--- config.mk ---
export PLATFORM = sky130hd
export DESIGN_NAME = tiny_language_lexer_top_flat
export DESIGN_NICKNAME = d
export VERILOG_FILES = /design/src/rtl/tll_pkg.sv /design/src/rtl/tll_if.sv /design/src/rtl/tiny_language_lexer_top.sv /design/src/flat_wrapper.sv
export SDC_FILE = /design/constraint.sdc
export NUM_CORES = 1
export LEC_CHECK = 0
export CORE_MARGIN = 3
export CORE_UTILIZATION = 40
export CTS_CLUSTER_SIZE = 20
export DETAILED_ROUTE_END_ITERATION = 7
export DONT_BUFFER_PORTS = 1
export PLACE_DENSITY = 0.65
export SYNTH_ARGS = -nofsm -noshare
export SYNTH_HDL_FRONTEND = slang
export SYNTH_SLANG_ARGS = --single-unit
--- constraint.sdc ---
create_clock -name i_clk -period 4.8 [get_ports i_clk]
set_input_delay 0.24 -clock i_clk [delete_from_list [all_inputs] [get_ports i_clk]]
set_output_delay 0.24 -clock i_clk [all_outputs]
set_load 0.1 [all_outputs]
--- src/rtl/tll_pkg.sv ---
`timescale 1ns / 1ps
// ----------------------------------------------------------------------------
// tll_pkg
// Types, codes and keyword tables shared by the TINY lexer files.
// ----------------------------------------------------------------------------
package tll_pkg;

    localparam int MAX_LINE_COLUMNS = 4096;
    localparam int KEYWORD_MAX_LEN  = 6;
    localparam int NUM_KEYWORDS     = 8;

    localparam logic [11:0] SAT_LIMIT =
        12'(((MAX_LINE_COLUMNS - 1) < 4095) ? (MAX_LINE_COLUMNS - 1) : 4095);

    typedef enum logic [4:0] {
        TK_IF     = 5'd0,
        TK_THEN   = 5'd1,
        TK_ELSE   = 5'd2,
        TK_END    = 5'd3,
        TK_REPEAT = 5'd4,
        TK_UNTIL  = 5'd5,
        TK_READ   = 5'd6,
        TK_WRITE  = 5'd7,
        TK_ID     = 5'd8,
        TK_NUM    = 5'd9,
        TK_ASSIGN = 5'd10,
        TK_EQ     = 5'd11,
        TK_LT     = 5'd12,
        TK_PLUS   = 5'd13,
        TK_MINUS  = 5'd14,
        TK_TIMES  = 5'd15,
        TK_OVER   = 5'd16,
        TK_LPAREN = 5'd17,
        TK_RPAREN = 5'd18,
        TK_SEMI   = 5'd19,
        TK_ERROR  = 5'd20,
        TK_EOL    = 5'd21
    } t_token_kind;

    typedef enum logic [2:0] {
        SCAN_IDLE    = 3'd0,
        SCAN_COMMENT = 3'd1,
        SCAN_IDENT   = 3'd2,
        SCAN_NUMBER  = 3'd3,
        SCAN_COLON   = 3'd4
    } t_scan_mode;

    typedef struct packed {
        t_token_kind kind;
        logic [11:0] start;
        logic [11:0] length;
        logic [7:0]  err;
        logic        last;
    } t_token;

    localparam logic [7:0] CH_LBRACE = 8'h7B;
    localparam logic [7:0] CH_RBRACE = 8'h7D;
    localparam logic [7:0] CH_COLON  = 8'h3A;
    localparam logic [7:0] CH_EQ     = 8'h3D;
    localparam logic [7:0] CH_LT     = 8'h3C;
    localparam logic [7:0] CH_PLUS   = 8'h2B;
    localparam logic [7:0] CH_MINUS  = 8'h2D;
    localparam logic [7:0] CH_STAR   = 8'h2A;
    localparam logic [7:0] CH_SLASH  = 8'h2F;
    localparam logic [7:0] CH_LPAREN = 8'h28;
    localparam logic [7:0] CH_RPAREN = 8'h29;
    localparam logic [7:0] CH_SEMI   = 8'h3B;
    localparam logic [7:0] CH_SPACE  = 8'h20;

    // Strings are written backwards so that the first letter sits in byte lane 0.
    localparam logic [47:0] KW_TEXT [NUM_KEYWORDS] = '{
        48'("fi"), 48'("neht"), 48'("esle"), 48'("dne"),
        48'("taeper"), 48'("litnu"), 48'("daer"), 48'("etirw")
    };
    localparam logic [2:0] KW_LEN [NUM_KEYWORDS] = '{
        3'd2, 3'd4, 3'd4, 3'd3, 3'd6, 3'd5, 3'd4, 3'd5
    };

    function automatic logic [11:0] sat_inc(input logic [11:0] v);
        return (v < SAT_LIMIT) ? (v + 12'd1) : SAT_LIMIT;
    endfunction

endpackage

--- src/rtl/tll_if.sv ---
`timescale 1ns / 1ps
// ----------------------------------------------------------------------------
// tll_char_if / tll_token_if
// Valid/ready channels for source characters and scanned tokens.
// ----------------------------------------------------------------------------
interface tll_char_if;
    logic       valid;
    logic       ready;
    logic [7:0] char_byte;
    logic       line_end;

    modport source (output valid, output char_byte, output line_end, input ready);
    modport sink   (input valid, input char_byte, input line_end, output ready);
endinterface

interface tll_token_if;
    logic        valid;
    logic        ready;
    logic [4:0]  token_kind;
    logic [11:0] start_column;
    logic [11:0] token_length;
    logic [7:0]  error_char;
    logic        last_of_run;

    modport source (output valid, output token_kind, output start_column,
                    output token_length, output error_char, output last_of_run,
                    input ready);
    modport sink   (input valid, input token_kind, input start_column,
                    input token_length, input error_char, input last_of_run,
                    output ready);
    modport monitor (input valid, input ready, input token_kind, input start_column,
                     input token_length, input error_char, input last_of_run);
endinterface

--- src/rtl/tiny_language_lexer_top.sv ---
`timescale 1ns / 1ps
// Output: each token is written into the 4-entry token queue on the clock edge that
//   takes the character beat that produced it, and o_token is driven from that queue.
// Throughput: one character beat per cycle while the token queue holds two or fewer
//   entries; a beat that yields two tokens leaves them one at a time at the single token port.
// Reset (i_rst_n low, synchronous): scan mode idle, column and lexeme counters
//   zero, token queue empty. The identifier byte buffer is not reset.
// ----------------------------------------------------------------------------
// tiny_language_lexer_top
// Streaming scanner for the TINY language, one source byte per beat.
// ----------------------------------------------------------------------------
module tiny_language_lexer_top
    import tll_pkg::*;
#(
    parameter int KW_MAX_LEN = KEYWORD_MAX_LEN
) (
    input  logic        i_clk,
    input  logic        i_rst_n,
    tll_char_if.sink    i_char,
    tll_token_if.source o_token
);

    localparam int FILL_W = $clog2(KW_MAX_LEN + 1);
    localparam int IDX_W  = $clog2(KW_MAX_LEN);
    localparam int QDEPTH = 4;
    localparam int QPTR_W = $clog2(QDEPTH);
    localparam int QCNT_W = $clog2(QDEPTH + 1);

    // scan state
    t_scan_mode        r_mode, n_mode;
    logic [FILL_W-1:0] r_fill, n_fill;
    logic [11:0]       r_start, n_start;
    logic [11:0]       r_length, n_length;
    logic [11:0]       r_column, n_column;
    logic [7:0]        r_word [KW_MAX_LEN];

    // result queue
    t_token            r_queue [QDEPTH];
    logic [QPTR_W-1:0] r_wr_ptr, r_rd_ptr;
    logic [QCNT_W-1:0] r_count, n_count;

    logic              accept, pop;
    logic [7:0]        ch;
    logic              ch_alpha, ch_digit, ch_space;
    t_token_kind       word_kind, sym_kind;
    t_token            flush_tok, scan_tok, res0, res1;
    logic              flush_hit, scan_hit;
    logic [1:0]        res_n;
    logic              word_we;
    logic [IDX_W-1:0]  word_idx;

    assign accept       = i_char.valid & i_char.ready;
    assign i_char.ready = (r_count <= QCNT_W'(QDEPTH - 2));
    assign pop          = o_token.valid & o_token.ready;

    assign ch       = i_char.char_byte;
    assign ch_alpha = (ch >= 8'h61 && ch <= 8'h7A) || (ch >= 8'h41 && ch <= 8'h5A);
    assign ch_digit = (ch >= 8'h30 && ch <= 8'h39);
    assign ch_space = (ch == CH_SPACE) || (ch >= 8'h09 && ch <= 8'h0D);

    // keyword match on the buffered identifier; lanes past the keyword length are ignored
    always_comb begin
        logic hit;
        word_kind = TK_ID;
        for (int k = NUM_KEYWORDS - 1; k >= 0; k--) begin
            hit = (FILL_W'(KW_LEN[k]) == r_fill) && (r_length == 12'(r_fill));
            for (int i = 0; i < 6; i++) begin
                hit = hit && ((i >= int'(KW_LEN[k])) || (r_word[i] == KW_TEXT[k][8*i +: 8]));
            end
            if (hit) begin
                word_kind = t_token_kind'(5'(k));
            end
        end
    end

    always_comb begin
        unique case (ch)
            CH_EQ:     sym_kind = TK_EQ;
            CH_LT:     sym_kind = TK_LT;
            CH_PLUS:   sym_kind = TK_PLUS;
            CH_MINUS:  sym_kind = TK_MINUS;
            CH_STAR:   sym_kind = TK_TIMES;
            CH_SLASH:  sym_kind = TK_OVER;
            CH_LPAREN: sym_kind = TK_LPAREN;
            CH_RPAREN: sym_kind = TK_RPAREN;
            CH_SEMI:   sym_kind = TK_SEMI;
            default:   sym_kind = TK_ERROR;
        endcase
    end

    // token pending in the current mode
    always_comb begin
        flush_tok = '{kind: TK_ID, start: r_start, length: r_length, err: 8'h00, last: 1'b0};
        flush_hit = 1'b0;
        unique case (r_mode)
            SCAN_IDENT: begin
                flush_tok.kind = word_kind;
                flush_hit      = 1'b1;
            end
            SCAN_NUMBER: begin
                flush_tok.kind = TK_NUM;
                flush_hit      = 1'b1;
            end
            SCAN_COLON: begin
                flush_tok.kind   = TK_ERROR;
                flush_tok.length = 12'd1;
                flush_tok.err    = CH_COLON;
                flush_hit        = 1'b1;
            end
            default: begin
                flush_hit = 1'b0;
            end
        endcase
    end

    always_comb begin
        logic do_flush, do_scan, do_eol, do_assign;
        t_token eol_tok, asg_tok;

        n_mode   = r_mode;
        n_fill   = r_fill;
        n_start  = r_start;
        n_length = r_length;
        n_column = r_column;
        word_we  = 1'b0;
        word_idx = r_fill[IDX_W-1:0];
        scan_tok = '{kind: sym_kind, start: r_column, length: 12'd1,
                     err: (sym_kind == TK_ERROR) ? ch : 8'h00, last: 1'b0};
        scan_hit = 1'b0;
        eol_tok  = '{kind: TK_EOL, start: r_column, length: 12'd0, err: 8'h00, last: 1'b0};
        asg_tok  = '{kind: TK_ASSIGN, start: r_start, length: 12'd2, err: 8'h00, last: 1'b0};
        do_flush  = 1'b0;
        do_scan   = 1'b0;
        do_eol    = 1'b0;
        do_assign = 1'b0;

        if (accept) begin
            if (i_char.line_end) begin
                do_flush = 1'b1;
                do_eol   = 1'b1;
                n_mode   = SCAN_IDLE;
                n_column = 12'd0;
            end else begin
                n_column = sat_inc(r_column);
                unique case (r_mode)
                    SCAN_COMMENT: begin
                        if (ch == CH_RBRACE) begin
                            n_mode = SCAN_IDLE;
                        end
                    end
                    SCAN_IDENT: begin
                        if (ch_alpha || ch_digit) begin
                            if (r_fill < FILL_W'(KW_MAX_LEN)) begin
                                word_we = 1'b1;
                                n_fill  = r_fill + FILL_W'(1);
                            end
                            n_length = sat_inc(r_length);
                        end else begin
                            do_flush = 1'b1;
                            do_scan  = 1'b1;
                        end
                    end
                    SCAN_NUMBER: begin
                        if (ch_digit) begin
                            n_length = sat_inc(r_length);
                        end else begin
                            do_flush = 1'b1;
                            do_scan  = 1'b1;
                        end
                    end
                    SCAN_COLON: begin
                        if (ch == CH_EQ) begin
                            do_assign = 1'b1;
                            n_mode    = SCAN_IDLE;
                        end else begin
                            do_flush = 1'b1;
                            do_scan  = 1'b1;
                        end
                    end
                    default: begin
                        do_scan = 1'b1;
                    end
                endcase
            end
        end

        if (do_scan) begin
            n_mode = SCAN_IDLE;
            priority if (ch_space) begin
                n_mode = SCAN_IDLE;
            end else if (ch == CH_LBRACE) begin
                n_mode = SCAN_COMMENT;
            end else if (ch_alpha || ch_digit || ch == CH_COLON) begin
                n_start  = r_column;
                n_length = 12'd1;
                if (ch == CH_COLON) begin
                    n_mode = SCAN_COLON;
                end else if (ch_alpha) begin
                    n_mode   = SCAN_IDENT;
                    word_we  = 1'b1;
                    word_idx = '0;
                    n_fill   = FILL_W'(1);
                end else begin
                    n_mode = SCAN_NUMBER;
                end
            end else begin
                scan_hit = 1'b1;
            end
        end

        // gather up to two results in order
        res_n = 2'd0;
        res0  = flush_tok;
        res1  = eol_tok;
        if (do_flush && flush_hit) begin
            res0  = flush_tok;
            res_n = 2'd1;
        end
        if (do_eol) begin
            if (res_n == 2'd0) res0 = eol_tok; else res1 = eol_tok;
            res_n = res_n + 2'd1;
        end
        if (scan_hit) begin
            if (res_n == 2'd0) res0 = scan_tok; else res1 = scan_tok;
            res_n = res_n + 2'd1;
        end
        if (do_assign) begin
            res0  = asg_tok;
            res_n = 2'd1;
        end
        if (res_n == 2'd1) res0.last = 1'b1;
        if (res_n == 2'd2) res1.last = 1'b1;

        n_count = r_count + QCNT_W'(res_n) - QCNT_W'(pop);
    end

    always_ff @(posedge i_clk) begin
        if (!i_rst_n) begin
            r_mode   <= SCAN_IDLE;
            r_fill   <= '0;
            r_start  <= '0;
            r_length <= '0;
            r_column <= '0;
            r_wr_ptr <= '0;
            r_rd_ptr <= '0;
            r_count  <= '0;
        end else begin
            r_mode   <= n_mode;
            r_fill   <= n_fill;
            r_start  <= n_start;
            r_length <= n_length;
            r_column <= n_column;
            r_wr_ptr <= r_wr_ptr + QPTR_W'(res_n);
            r_rd_ptr <= r_rd_ptr + QPTR_W'(pop);
            r_count  <= n_count;
        end
    end

    always_ff @(posedge i_clk) begin
        if (word_we) begin
            r_word[word_idx] <= ch;
        end
        if (res_n != 2'd0) begin
            r_queue[r_wr_ptr] <= res0;
        end
        if (res_n == 2'd2) begin
            r_queue[r_wr_ptr + QPTR_W'(1)] <= res1;
        end
    end

    assign o_token.valid        = (r_count != '0);
    assign o_token.token_kind   = r_queue[r_rd_ptr].kind;
    assign o_token.start_column = r_queue[r_rd_ptr].start;
    assign o_token.token_length = r_queue[r_rd_ptr].length;
    assign o_token.error_char   = r_queue[r_rd_ptr].err;
    assign o_token.last_of_run  = r_queue[r_rd_ptr].last;

endmodule

--- src/flat_wrapper.sv ---
// flat-port wrapper written by rule: the top's interface ports become plain ports
module tiny_language_lexer_top_flat import tll_pkg::*;
#(
    parameter int KW_MAX_LEN = KEYWORD_MAX_LEN
)
  (i_clk, i_rst_n, i_char_valid, i_char_char_byte, i_char_line_end, i_char_ready, o_token_valid, o_token_token_kind, o_token_start_column, o_token_token_length, o_token_error_char, o_token_last_of_run, o_token_ready);
  tll_char_if i_char_i ();
  tll_token_if o_token_i ();
  input  logic i_clk;
  input  logic i_rst_n;
  input wire logic [$bits(i_char_i.valid)-1:0] i_char_valid;
  input wire logic [$bits(i_char_i.char_byte)-1:0] i_char_char_byte;
  input wire logic [$bits(i_char_i.line_end)-1:0] i_char_line_end;
  output wire logic [$bits(i_char_i.ready)-1:0] i_char_ready;
  output wire logic [$bits(o_token_i.valid)-1:0] o_token_valid;
  output wire logic [$bits(o_token_i.token_kind)-1:0] o_token_token_kind;
  output wire logic [$bits(o_token_i.start_column)-1:0] o_token_start_column;
  output wire logic [$bits(o_token_i.token_length)-1:0] o_token_token_length;
  output wire logic [$bits(o_token_i.error_char)-1:0] o_token_error_char;
  output wire logic [$bits(o_token_i.last_of_run)-1:0] o_token_last_of_run;
  input wire logic [$bits(o_token_i.ready)-1:0] o_token_ready;
  assign i_char_i.valid = i_char_valid;
  assign i_char_i.char_byte = i_char_char_byte;
  assign i_char_i.line_end = i_char_line_end;
  assign i_char_ready = i_char_i.ready;
  assign o_token_valid = o_token_i.valid;
  assign o_token_token_kind = o_token_i.token_kind;
  assign o_token_start_column = o_token_i.start_column;
  assign o_token_token_length = o_token_i.token_length;
  assign o_token_error_char = o_token_i.error_char;
  assign o_token_last_of_run = o_token_i.last_of_run;
  assign o_token_i.ready = o_token_ready;
  tiny_language_lexer_top #(.KW_MAX_LEN(KW_MAX_LEN)) u_core (.i_clk(i_clk), .i_rst_n(i_rst_n), .i_char(i_char_i), .o_token(o_token_i));
endmodule
* Yosys cells after proc, flatten, opt, wreduce, memory -nomap -nowiden
Memory sizes are Yosys's and may differ from the RTL's. A register that Yosys moved wholly into a read port is not among the register bits.
Index checks and enable logic that the tools add are counted.
** Operators by class
- Add/subtract/negate cells :: 10
- Order comparisons :: 12
- Equality and inequality tests :: 56
- Muxes and demuxes :: 103
- Bitwise operators :: 4
- Reductions and logical operators :: 56
** Operators by type and width (count)
- two-way mux 38 bit :: 7
- == test 8 x 7 -> 1 bit (second input constant) :: 30
- two-way mux 12 bit :: 11
- == test 8 x 6 -> 1 bit (second input constant) :: 11
- two-way mux 3 bit :: 26
- one-hot mux 5 bit (9 select lines) :: 1
- logical AND 1 bit :: 43
- two-way mux 1 bit :: 39
- two-way mux 5 bit :: 7
- adder 12 x 1 -> 12 bit (second input constant) :: 2
- < comparator 12 bit (second input constant) :: 2
- one-hot mux 12 bit (2 select lines) :: 1
- two-way mux 20 bit :: 1
- greater-or-equal comparator 8 x 7 -> 1 bit (second input constant) :: 2
- less-or-equal comparator 8 x 7 -> 1 bit (second input constant) :: 2
- one-hot mux 5 bit (3 select lines) :: 1
- == test 12 x 3 -> 1 bit :: 1
- == test 3 bit (first input constant) :: 3
- greater-or-equal comparator 8 x 4 -> 1 bit (second input constant) :: 1
- greater-or-equal comparator 8 x 6 -> 1 bit (second input constant) :: 1
- less-or-equal comparator 8 x 4 -> 1 bit (second input constant) :: 1
- less-or-equal comparator 8 x 6 -> 1 bit (second input constant) :: 1
- two-way mux 2 bit :: 4
- two-way mux 8 bit :: 1
- 30 further kinds :: 42
** Word-level totals
- Flip-flop bits (word level) :: 49
- Memory bits (writable) :: 200
- Input bits :: 13
- Output and inout port bits :: 40
- Logic and storage cells :: 251
- Memories :: 2
** Memories
- u_core.r_queue :: words 4, width 38, read ports 1, clocked after memory_dff 1, wr ports 2, RTL line tiny_language_lexer_top.sv:38 : t_token r_queue [QDEPTH];
- u_core.r_word :: words 6, width 8, read ports 6, clocked after memory_dff 0, wr ports 1, RTL line tiny_language_lexer_top.sv:35 : logic [7:0] r_word [KW_MAX_LEN];

* Logic depth before layout (Yosys ltp)
Gate-level depths: netlist of run 1.
- Word-level depth :: 22
- Gate-level depth with buffers :: 15
- Depth with buffers taken out :: 14

* Worst setup path before layout of run 1
OpenSTA, ideal clock, no wires.
- Kind :: register to register
- From :: reg u_core.r_count[0]
- To :: mem u_core.r_queue[3][0] in the netlist's numbering (enable)
- Library setup time :: 0.384 ns
- Arrival time :: 3.734 ns
- Required time :: 4.416 ns
- Slack :: 0.682 ns
- Stages on the path, launching flop included :: 14
- Clock period less this slack :: 4.118 ns
- Path through :: dfxtp_1 > a21oi_2 > and2_1 > clkbuf_1 > o311a_1 > inv_1 > ha_1 > nand2_1 > inv_1 > mux2_4 > a21o_1 > buf_6 > buf_2 > nand2_1
** RTL lines
- start: declaration :: RTL line tiny_language_lexer_top.sv:40 : logic [QCNT_W-1:0] r_count, n_count;
- start signal: assignment :: RTL line tiny_language_lexer_top.sv:255 : r_count <= n_count;
- end: declaration :: RTL line tiny_language_lexer_top.sv:38

==> results.md, run 1 <==
STA:
- Once routing completed, OpenROAD measured the worst setup slack at 0.9855 ns.
- The max-slew violation count is 0.
- Setup repair after global routing left no endpoint under its margin.
- The slew of the pin with the lowest slew margin is 1.337 ns.
- The worst hold slack is 0.02583 ns.
- Between clock sinks in the finished design, the worst skew comes to 0.01875 ns.
- The final period demand of the worst path is 3.815 ns.
- Headroom to the max-slew limit came out at 0.1032.
- In the final timing run, aggregate negative setup slack is 0 ns.
- The ratio of final minimum period to clock period is 0.7947.
- The number of hold violations in the final report is 0.
- The final number of setup-violating endpoints is 0.
- The peak clock frequency supported by timing is 0.2622 GHz.

Finish:
- The antenna diode instance count is 0.
- The growth of design area from synthesis to finish is 11.44%.
- The register area is 6549 um^2.
- The number of filler instances in the final layout is 2,719.
- Leaving out fill and tap cells, the most frequent cell in the layout is edfxtp_1.
- The combined area of the multi-input logic cells is 5191 um^2.
- The library cells used most frequently in the layout, excluding fill and tap cells, are edfxtp_1, dfxtp_1, nand2_1, nand3_1, nor2_1.
- In the final design database the tool counted 1,083 nets.
- The finished layout holds 1,467 standard cells, fillers aside.
- In the final layout, the share of cells above drive strength 1 is 0.1309.

Worst setup path:
- The worst setup path is of the reg -> reg kind.
- The data required time at the worst endpoint is 5.07 ns.
- Data arrives at the worst endpoint at 4.09 ns.
- The element type at the critical path start is a register.
- The reg2reg setup slack is 0.99 ns.
- The capturing element type of the critical path is a register.
- The top fanout value on the critical path is 25.

Die:
- After floorplanning, the core was divided into 63 placement rows.
- The placeable core region is 29,800 um^2.
- The initial utilization of the core area, before any placement, comes to 0.4086.
- The number of top-level pins is 53.
- The die covers 32,560 um^2.
- The die width is 180.5 um.
- The vertical die dimension is 180.5 um.

Synth:
- After synthesis, the netlist uses 80 different library cells.
- The cell count after synthesis came out at 1,066.
- After synthesis the netlist holds a flip-flop and latch count of 249.
- The biggest area contributor in the post-synthesis netlist is edfxtp_1.
- The average instance in the mapped netlist occupies 11.42 um^2.
- Sorting the synthesized cells by area gives the leading types as edfxtp_1, dfxtp_1, mux4_2.
- The fraction of registers with async set/reset is 0.
- The share of synthesized area in the top cell type comes to 0.3848.
- The total standard cell area after synthesis is 12,170 um^2.
- When the netlist entered floorplanning its net count stood at 1,094.
- The sequential fraction of the synthesis area is 0.5377.
- The synthesized design contains 156 enable-type register cells.
- Among all flip-flop cells after synthesis, the most frequent one is edfxtp_1.
- The Yosys step of the flow raised 0 warnings.

Power and ir drop:
- The worst voltage drop across the vdd grid is 0.3152 mV.
- In this run the power density over the cells is 474.3 nW/um^2.
- Total power for the finished layout comes to 0.006434 W.
- In this run the static leakage power is 4.296 nW.

Hold path:
- The class of the tightest hold or removal check is in -> reg.

Place:
- At the placement stage, the worst setup path has a slack of 0.9558 ns.
- The placer congestion estimate is 0.9193.
- The cell count after placement is 1,405.
- During placement, the flow inserted port buffers numbering 0.
- The HPWL reported at the end of detailed placement is 20,620 um.

Clock network:
- The latest clock arrival within the worst-skew pair is 0.54 ns.
- The number of setup buffers added after CTS is 0.
- The cell at the root of the clock tree is clkbuf_16.
- CTS saw 249 sinks.
- The number of hold buffers added after CTS is 10.
- The maximum number of buffers from clock root to sink is 3.
- The post-cts resize count is 0.
- The TritonCTS clock tree is done.
- The clock slew at the register clock pins of the worst setup and hold paths is 0.06 ns.
- The number of H-tree levels is 1.
- The number of CTS-inserted buffers is 28.

Drt:
- The pre-antenna-repair detailed-routing pass consisted of 5 iterations.
- In this run the remaining antenna-violating nets after routing total 0.
- The total length of routed wires is 31,400 um.
- The first routing iteration left 922 violations.
- The detailed-route DRC error count is 0.
- Using the TritonRoute via totals, the vias-per-cell ratio works out to 5.995.
- The number of vias after detailed routing is 8,794.
- The average routed wire per standard cell is 21.40 um.

Run status:
- The run finished with clean final reports.

Global routing:
- The initial antenna violation count is 1.
- The first-pass GRT wire length is 49,330 um.
- Across every metal layer, demand over resource in global routing totals 0.1864.
- The largest net degree at the start of global routing is 46.
- The number of global-route vias before repair is 8,559.
- The remaining global-route overflow is 0.

Flow run:
- The number of max-cap violations is 0.
==> layer usage <==
| metal | track usage | wire length [um] |
|---|---|---|
| met2 | 0.2974 | 14480 |
| met5 | 0 | 0 |
| met1 | 0.2692 | 14270 |
| met3 | 0.03210 | 2086 |
| met4 | 0.04022 | 565 |
==> per-stage QoR <==
step	utilization	cell area, um^2
global route	0.4553	13570
global placement	0.4202	12520
CTS	0.4553	13570
finish	0.4553	13570
detailed placement	0.4202	12520
floorplan	-	12170
==> final timing paths <==
| check | depth (start not counted) | to | startpoint |
|---|---|---|---|
| setup / recovery | 10 | u_core.r_queue[0][21] | u_core.r_count[1] |
| hold / removal | 2 | u_core.r_column[3] | i_char_line_end |
| setup reg to reg | 10 | u_core.r_queue[0][21] | u_core.r_count[1] |
| hold reg to reg | 2 | u_core.r_queue[2][11] | u_core.r_queue[2][11] |
==> cells by family (layout without fill, tap and decap cells) <==
group           count (synthesis)  in the layout  synth area share
fa+ha+maj                      16             16           0.01686
xor+xnor                        9              9          0.006475
compound gates                278            278            0.1588
simple gates                  359            359            0.1571
mux                            55             55           0.08499
flops                         249            249            0.5377
buf+inv                       100            111           0.03803
==> Yosys cell counts, types with 10 or more instances <==
| master | instances |
|---|---|
| o22ai_1 | 47 |
| nor2_1 | 54 |
| nor2b_1 | 28 |
| ha_1 | 14 |
| nor3_1 | 19 |
| clkbuf_1 | 38 |
| inv_1 | 20 |
| and2_1 | 14 |
| o2bb2ai_1 | 49 |
| and3_1 | 18 |
| mux2i_1 | 15 |
| mux4_2 | 38 |
| a21oi_1 | 36 |
| o21ai_0 | 52 |
| nand2_1 | 82 |
| nand3_1 | 66 |
| nand4_1 | 11 |
| edfxtp_1 | 156 |
| dfxtp_1 | 93 |
| nand2b_1 | 10 |
| o21ai_1 | 25 |
| buf_2 | 25 |
| nor4_1 | 12 |
==> power breakdown <==
group	switching, W	internal (W)
combinational	0.00139	0.000378
clock	0.000831	0.00132
sequential	0.000107	0.00241
==> flip-flops by register name, summed over array words and instances (netlist names) <==
signal,flops
u_core.r_queue,152
u_core.r_fill,3
u_core.r_length,12
u_core.r_column,12
u_core.r_mode,3
u_core.r_wr_ptr,2
u_core.r_count,3
u_core.r_start,12
u_core.r_word,48
u_core.r_rd_ptr,2
==> critical path, cell delays in order, from the launching register on <==
cell       delay (ns)
dfxtp_1          0.33
a21oi_2          0.13
buf_4            0.31
nand2_1          0.44
nor2_1           0.53
and3_1           0.73
nor2_1           0.18
o21ai_4          0.09
buf_4            0.32
o21ai_2          0.27
o2bb2ai_1        0.21
==> area by class of cell <==
cell class / instances / share of cell area
clock inverter: 6 / 0.006548
tap: 390 / 0.03597
inverter: 20 / 0.005534
clock buffer: 46 / 0.06317
timing repair buffer: 39 / 0.02343
multi-input combinational: 717 / 0.3826
sequential: 249 / 0.4827
Note: power is estimated with default switching activity, not from simulation.
==> run 2: changes to the inputs <==
--- a/config.mk
+++ b/config.mk
@@ -5,12 +5,13 @@
 export SDC_FILE = /design/constraint.sdc
 export NUM_CORES = 1
 export LEC_CHECK = 0
+export ABC_AREA = 1
 export CORE_MARGIN = 3
 export CORE_UTILIZATION = 40
 export CTS_CLUSTER_SIZE = 20
 export DETAILED_ROUTE_END_ITERATION = 7
 export DONT_BUFFER_PORTS = 1
-export PLACE_DENSITY = 0.65
+export PLACE_DENSITY = 0.67
 export SYNTH_ARGS = -nofsm -noshare
 export SYNTH_HDL_FRONTEND = slang
 export SYNTH_SLANG_ARGS = --single-unit
==> constraint.sdc (replaced) <==
create_clock -name i_clk -period 3.13 [get_ports i_clk]
set_input_delay 0.1565 -clock i_clk [delete_from_list [all_inputs] [get_ports i_clk]]
set_output_delay 0.1565 -clock i_clk [all_outputs]
set_load 0.1 [all_outputs]
==> run 2 against run 1 <==
Against the previous run:
- sequential cell count stayed put
- largest cell class unchanged
- non-clock buffer count is 48 higher
- sequential share of layout area is 4.9 points lower
- synthesized area is 6.6% higher
- clock power is 54% higher
- count of clock-buffer cells in the layout is 5 lower
- cell count is 45% higher
- register-to-register slack worse by 0.66 ns
- critical endpoint is now u_core.r_queue[1][37]
- core utilization is 1.9 points higher
==> results.md, run 2 <==
Hold path:
- The origin of the worst min-delay path is i_rst_n.
- The endpoint of the worst hold path is u_core.r_length[10].
- The class of the tightest hold or removal check is in -> reg.
- The cell depth of the worst min-delay path is 2 (unchanged).

Worst setup path:
- The start-to-end type of the worst setup path is reg -> reg.
- The reg-to-reg critical path endpoint is u_core.r_queue[1][37].
- The worst setup path is launched from a register.
- The path depth of the worst reg2reg path is 17 (+7).
- The launch instance of the worst register-to-register path is u_core.r_mode[2].
- The largest incremental delay on the critical path was 0.35 ns (-0.38 ns).
- The worst setup path is captured at a register.
- The data required time at the worst endpoint is 3.40 ns (-1.67 ns).
- Walking the worst path, the cells encountered are inv_2 > nand2_4 > nor2_4 > nand2_2 > nand2_1 > inv_2 > nand3_1 > nand2_1 > inv_1 > ha_1 > nand4_1 > nand2_4 > nand3_4 > nand2_4 > inv_4 > nand2_1 > o21ai_0.
- The slowest stage of the critical path is the dfxtp_1 cell.
- The top fanout value on the critical path came to 37 (+48%).
- On the critical path the largest part of the delay comes from simple AND/OR/NAND/NOR gates.
- The endpoint arrival time on the critical path is 3.08 ns (-1.01 ns).
- The number of buffer and inverter instances along the worst setup path is 4 (+2).
- The reg2reg setup slack came to 0.32 ns (-0.66 ns).

Die:
- The placeable core region was 31,800 um^2 (+6.7%).
- The number of top-level pins is 53 (unchanged).
- The initial core utilization is 0.4082 (about the same).
- The die area is 34,650 um^2 (+6.4%).
- The die width is 186.1 um (+3.2%).
- The number of core rows was 65 (+3.2%).
- The vertical die dimension was 186.1 um (+3.2%).

Synth:
- Sorting the synthesized cells by area gives the leading types as edfxtp_1, dfxtp_1, nand2_1.
- The total standard cell area after synthesis was 12,980 um^2 (+6.6%).
- The average footprint of a synthesized cell is 7.964 um^2 (-30%).
- The number of library cell types mapped by synthesis is 48 (-40%).
- For this run, the leading register cell type out of synthesis is edfxtp_1.
- The portion of synthesized cell area occupied by the leading cell type is 0.3609 (-0.02392).
- The count of flip-flops with a built-in enable after synthesis is 156 (unchanged).
- The biggest area contributor in the post-synthesis netlist is edfxtp_1.
- The fraction of registers with async set/reset is 0 (unchanged).
- The count of yosys warnings during synthesis was 0 (unchanged).
- In the synthesized netlist, the cells that appear most often are nand2_1, nor2_1, o21ai_0.
- The flip-flop and latch count after synthesis was 249 (unchanged).
- The most instantiated library cell after synthesis is nand2_1.
- The net count of the mapped netlist was 1,658 (+52%).
- The sequential fraction of the synthesis area is 0.5043 (-0.03343).
- The number of cells produced by synthesis is 1,630 (+53%).

Clock network:
- The maximum number of buffers from clock root to sink came to 3 (unchanged).
- The number of sinks handled by clock tree synthesis is 249 (unchanged).
- The number of CTS-inserted buffers is 28 (unchanged).
- The TritonCTS clock tree is done.
- The cell at the root of the clock tree is clkbuf_16.
- The number of H-tree levels is 1 (unchanged).
- The latest clock arrival within the worst-skew pair is 0.55 ns (about the same).
- The clock slew at the register clock pins of the worst setup and hold paths is 0.07 ns (about the same).

Finish:
- The growth of design area from synthesis to finish is 16.21%.
- The most common library cell in the layout ignoring fill and taps is nand2_1.
- The antenna diode instance count came to 0 (unchanged).
- In the layout the commonest cells are nand2_1, nor2_1, o21ai_0, edfxtp_1, inv_1.
- The flip-flop count of the largest register after layout is 152 (unchanged).
- The register ranked first by flip-flop count is u_core.r_queue.
- The final cell count without fillers was 2,132 (+45%).
- The number of nets in the layout came to 1,703 (+57%).
- The fraction of the core area covered by cells at the end of the flow is 0.4744 (+0.01909).
- The share of layout cells above drive strength 1 is 0.1296 (-0.001279).
- The largest registers in the layout are u_core.r_queue x152, u_core.r_word x48.

STA:
- The worst slew slack as a fraction of its limit was 0.3703 (+0.2671).
- The ratio of final minimum period to clock period is 0.8972 (+0.1025).
- The number of hold violations in the final report is 0 (unchanged).
- The minimum setup slack in the final design is 0.3218 ns (-0.6637 ns).
- The slew of the pin with the lowest slew margin came to 0.9423 ns (-0.3948 ns).
- The final period demand of the worst path is 2.808 ns (-1.006 ns).
- Setup repair after global routing left no endpoint under its margin.
- The final number of setup-violating endpoints came to 0 (unchanged).
- The peak clock frequency supported by timing was 0.3561 GHz (+36%).
- The post-route setup TNS is 0 ns (unchanged).
- The final clock skew is 0.01002 ns (-0.008723 ns).
- The max-slew violation count is 0 (unchanged).

Drt:
- The wire length on met3 is 2986 um (+43%).
- The met2 wire length is 17,020 um (+18%).
- The detailed-routing wirelength on met1 is 16,170 um (+13%).
- The number of vias after detailed routing came to 11,400 (+30%).
- The number of violations reported at the end of detailed-routing iteration 0 is 1,147 (+24%).
- The total length of routed wires was 36,870 um (+17%).
- The detailed router used layers up to and including met5.
- The remaining number of nets flagged by the antenna check after routing is 0 (unchanged).
- The detailed-route DRC error count was 0 (unchanged).
- The vias per cell is 5.348 (-11%).
- The iteration count of the initial detailed-routing pass is 5 (unchanged).
- The average routed wire per standard cell is 17.29 um (-19%).

Global routing:
- The initial antenna violation count is 1 (unchanged).
- The first-pass GRT wire length is 59,200 um (+20%).
- The remaining global-route overflow is 0 (unchanged).
- The largest net degree at the start of global routing is 78 (+70%).
- The global-route usage over all layers is 0.2127 (+0.02633).
- The number of global-route vias before repair came to 11,020 (+29%).

Run status:
- The run finished with clean final reports.

Place:
- The HPWL reported at the end of detailed placement is 24,280 um (+18%).
- The placer congestion estimate is 0.9025 (-1.8%).
- The cell count after placement is 2,068 (+47%).
- The number of buffers added on ports came to 0 (unchanged).
- The setup slack at placement came to 0.1542 ns (-0.8016 ns).

Power and ir drop:
- The cell leakage power is 6.088 nW (+42%).
- The overall power of the completed layout came to 0.01243 W (+93%).
- The worst voltage drop across the vdd grid came to 0.5035 mV (+60%).
- The areal power density over the cells was 824.1 nW/um^2 (+74%).

Flow run:
- The number of max-cap violations is 0 (unchanged).
==> run 2: cell types whose count changed in the layout (fill, tap and decap cells not counted), moves of 18 or more <==
cell and change:
and3_1 -18, o22ai_2 +38, o21ai_1 +20, nor2b_1 -28
o21ai_0 +118, o2bb2ai_1 -49, inv_1 +111, nand2_1 +316
a21oi_1 +25, o22ai_1 -46, buf_4 +46, nand3_1 +42
mux4_2 -38, nor2_1 +162
==> run 2: layer usage <==
metal / global-route usage / up-vias
met5: 0 / -
met4: 0.05600 / 2
met3: 0.03248 / 63
met2: 0.3510 / 419
met1: 0.2949 / 5356
li1: - / 5563
==> run 2: worst max path at each step <==
| stage | start | endpoint | slack (ns) | cells after the start |
|---|---|---|---|---|
| 3_5_place_dp | u_core.r_mode[1] | u_core.r_count[2] | 0.15 | 15 |
| 6_report | u_core.r_mode[2] | u_core.r_queue[1][37] | 0.32 | 17 |
| 2_1_floorplan | u_core.r_count[1] | u_core.r_count[2] | 0.07 | 14 |
| 3_3_place_gp | u_core.r_mode[1] | u_core.r_count[2] | 0.22 | 15 |
| 4_1_cts | i_char_char_byte[4] | u_core.r_count[2] | 0.03 | 19 |
| 5_1_grt | u_core.r_mode[2] | u_core.r_count[2] | 0.002 | 17 |
==> run 2: logic make-up (layout without fill, tap and decap cells) <==
group / Yosys count / count (layout) / synth area share
and+or+nand+nor: 807 / 807 / 0.2657
DFF: 249 / 249 / 0.5043
adders and majority gates: 15 / 15 / 0.01504
xor gates and xnor gates: 11 / 11 / 0.007422
buffers and inverters: 216 / 283 / 0.07200
AOI/OAI and AO/OA: 332 / 332 / 0.1355
==> run 2: layout make-up <==
cell class              instances  area (um^2)
clock buffers                  41        787.0
well taps                     435        544.3
multi-input cells            1165         5804
repair buffers                 87        708.2
flip-flops and latches        249         6550
clock inverters                11        143.9
fillers                      3026        16710
inverters                     144        548.0
==> run 2: stage by stage <==
step / hold slack, ns / cell area, um^2
6_report: 0.01919 / 15090
5_1_grt: 0.01210 / 15090
4_1_cts: 0.003596 / 15030
3_5_place_dp: 0.2559 / 14000
3_3_place_gp: 0.2560 / 14000
2_1_floorplan: 0.2554 / 13010
==> run 2: timing repair <==
item | in CTS | in global routing
hold endpoints to repair | 88 | 0
hold buffers | 10 | 0
setup buffers | 0 | 2
resized for setup | 0 | 13
setup endpoints to repair | 0 | 236
==> run 2: where the power goes <==
group	leakage (nW)	internal (W)	total (W)	switching [W]
logic	3.34	0.00108	0.00515	0.00407
clock network	0.454	0.00199	0.00331	0.00132
registers	2.30	0.00383	0.00397	0.000136
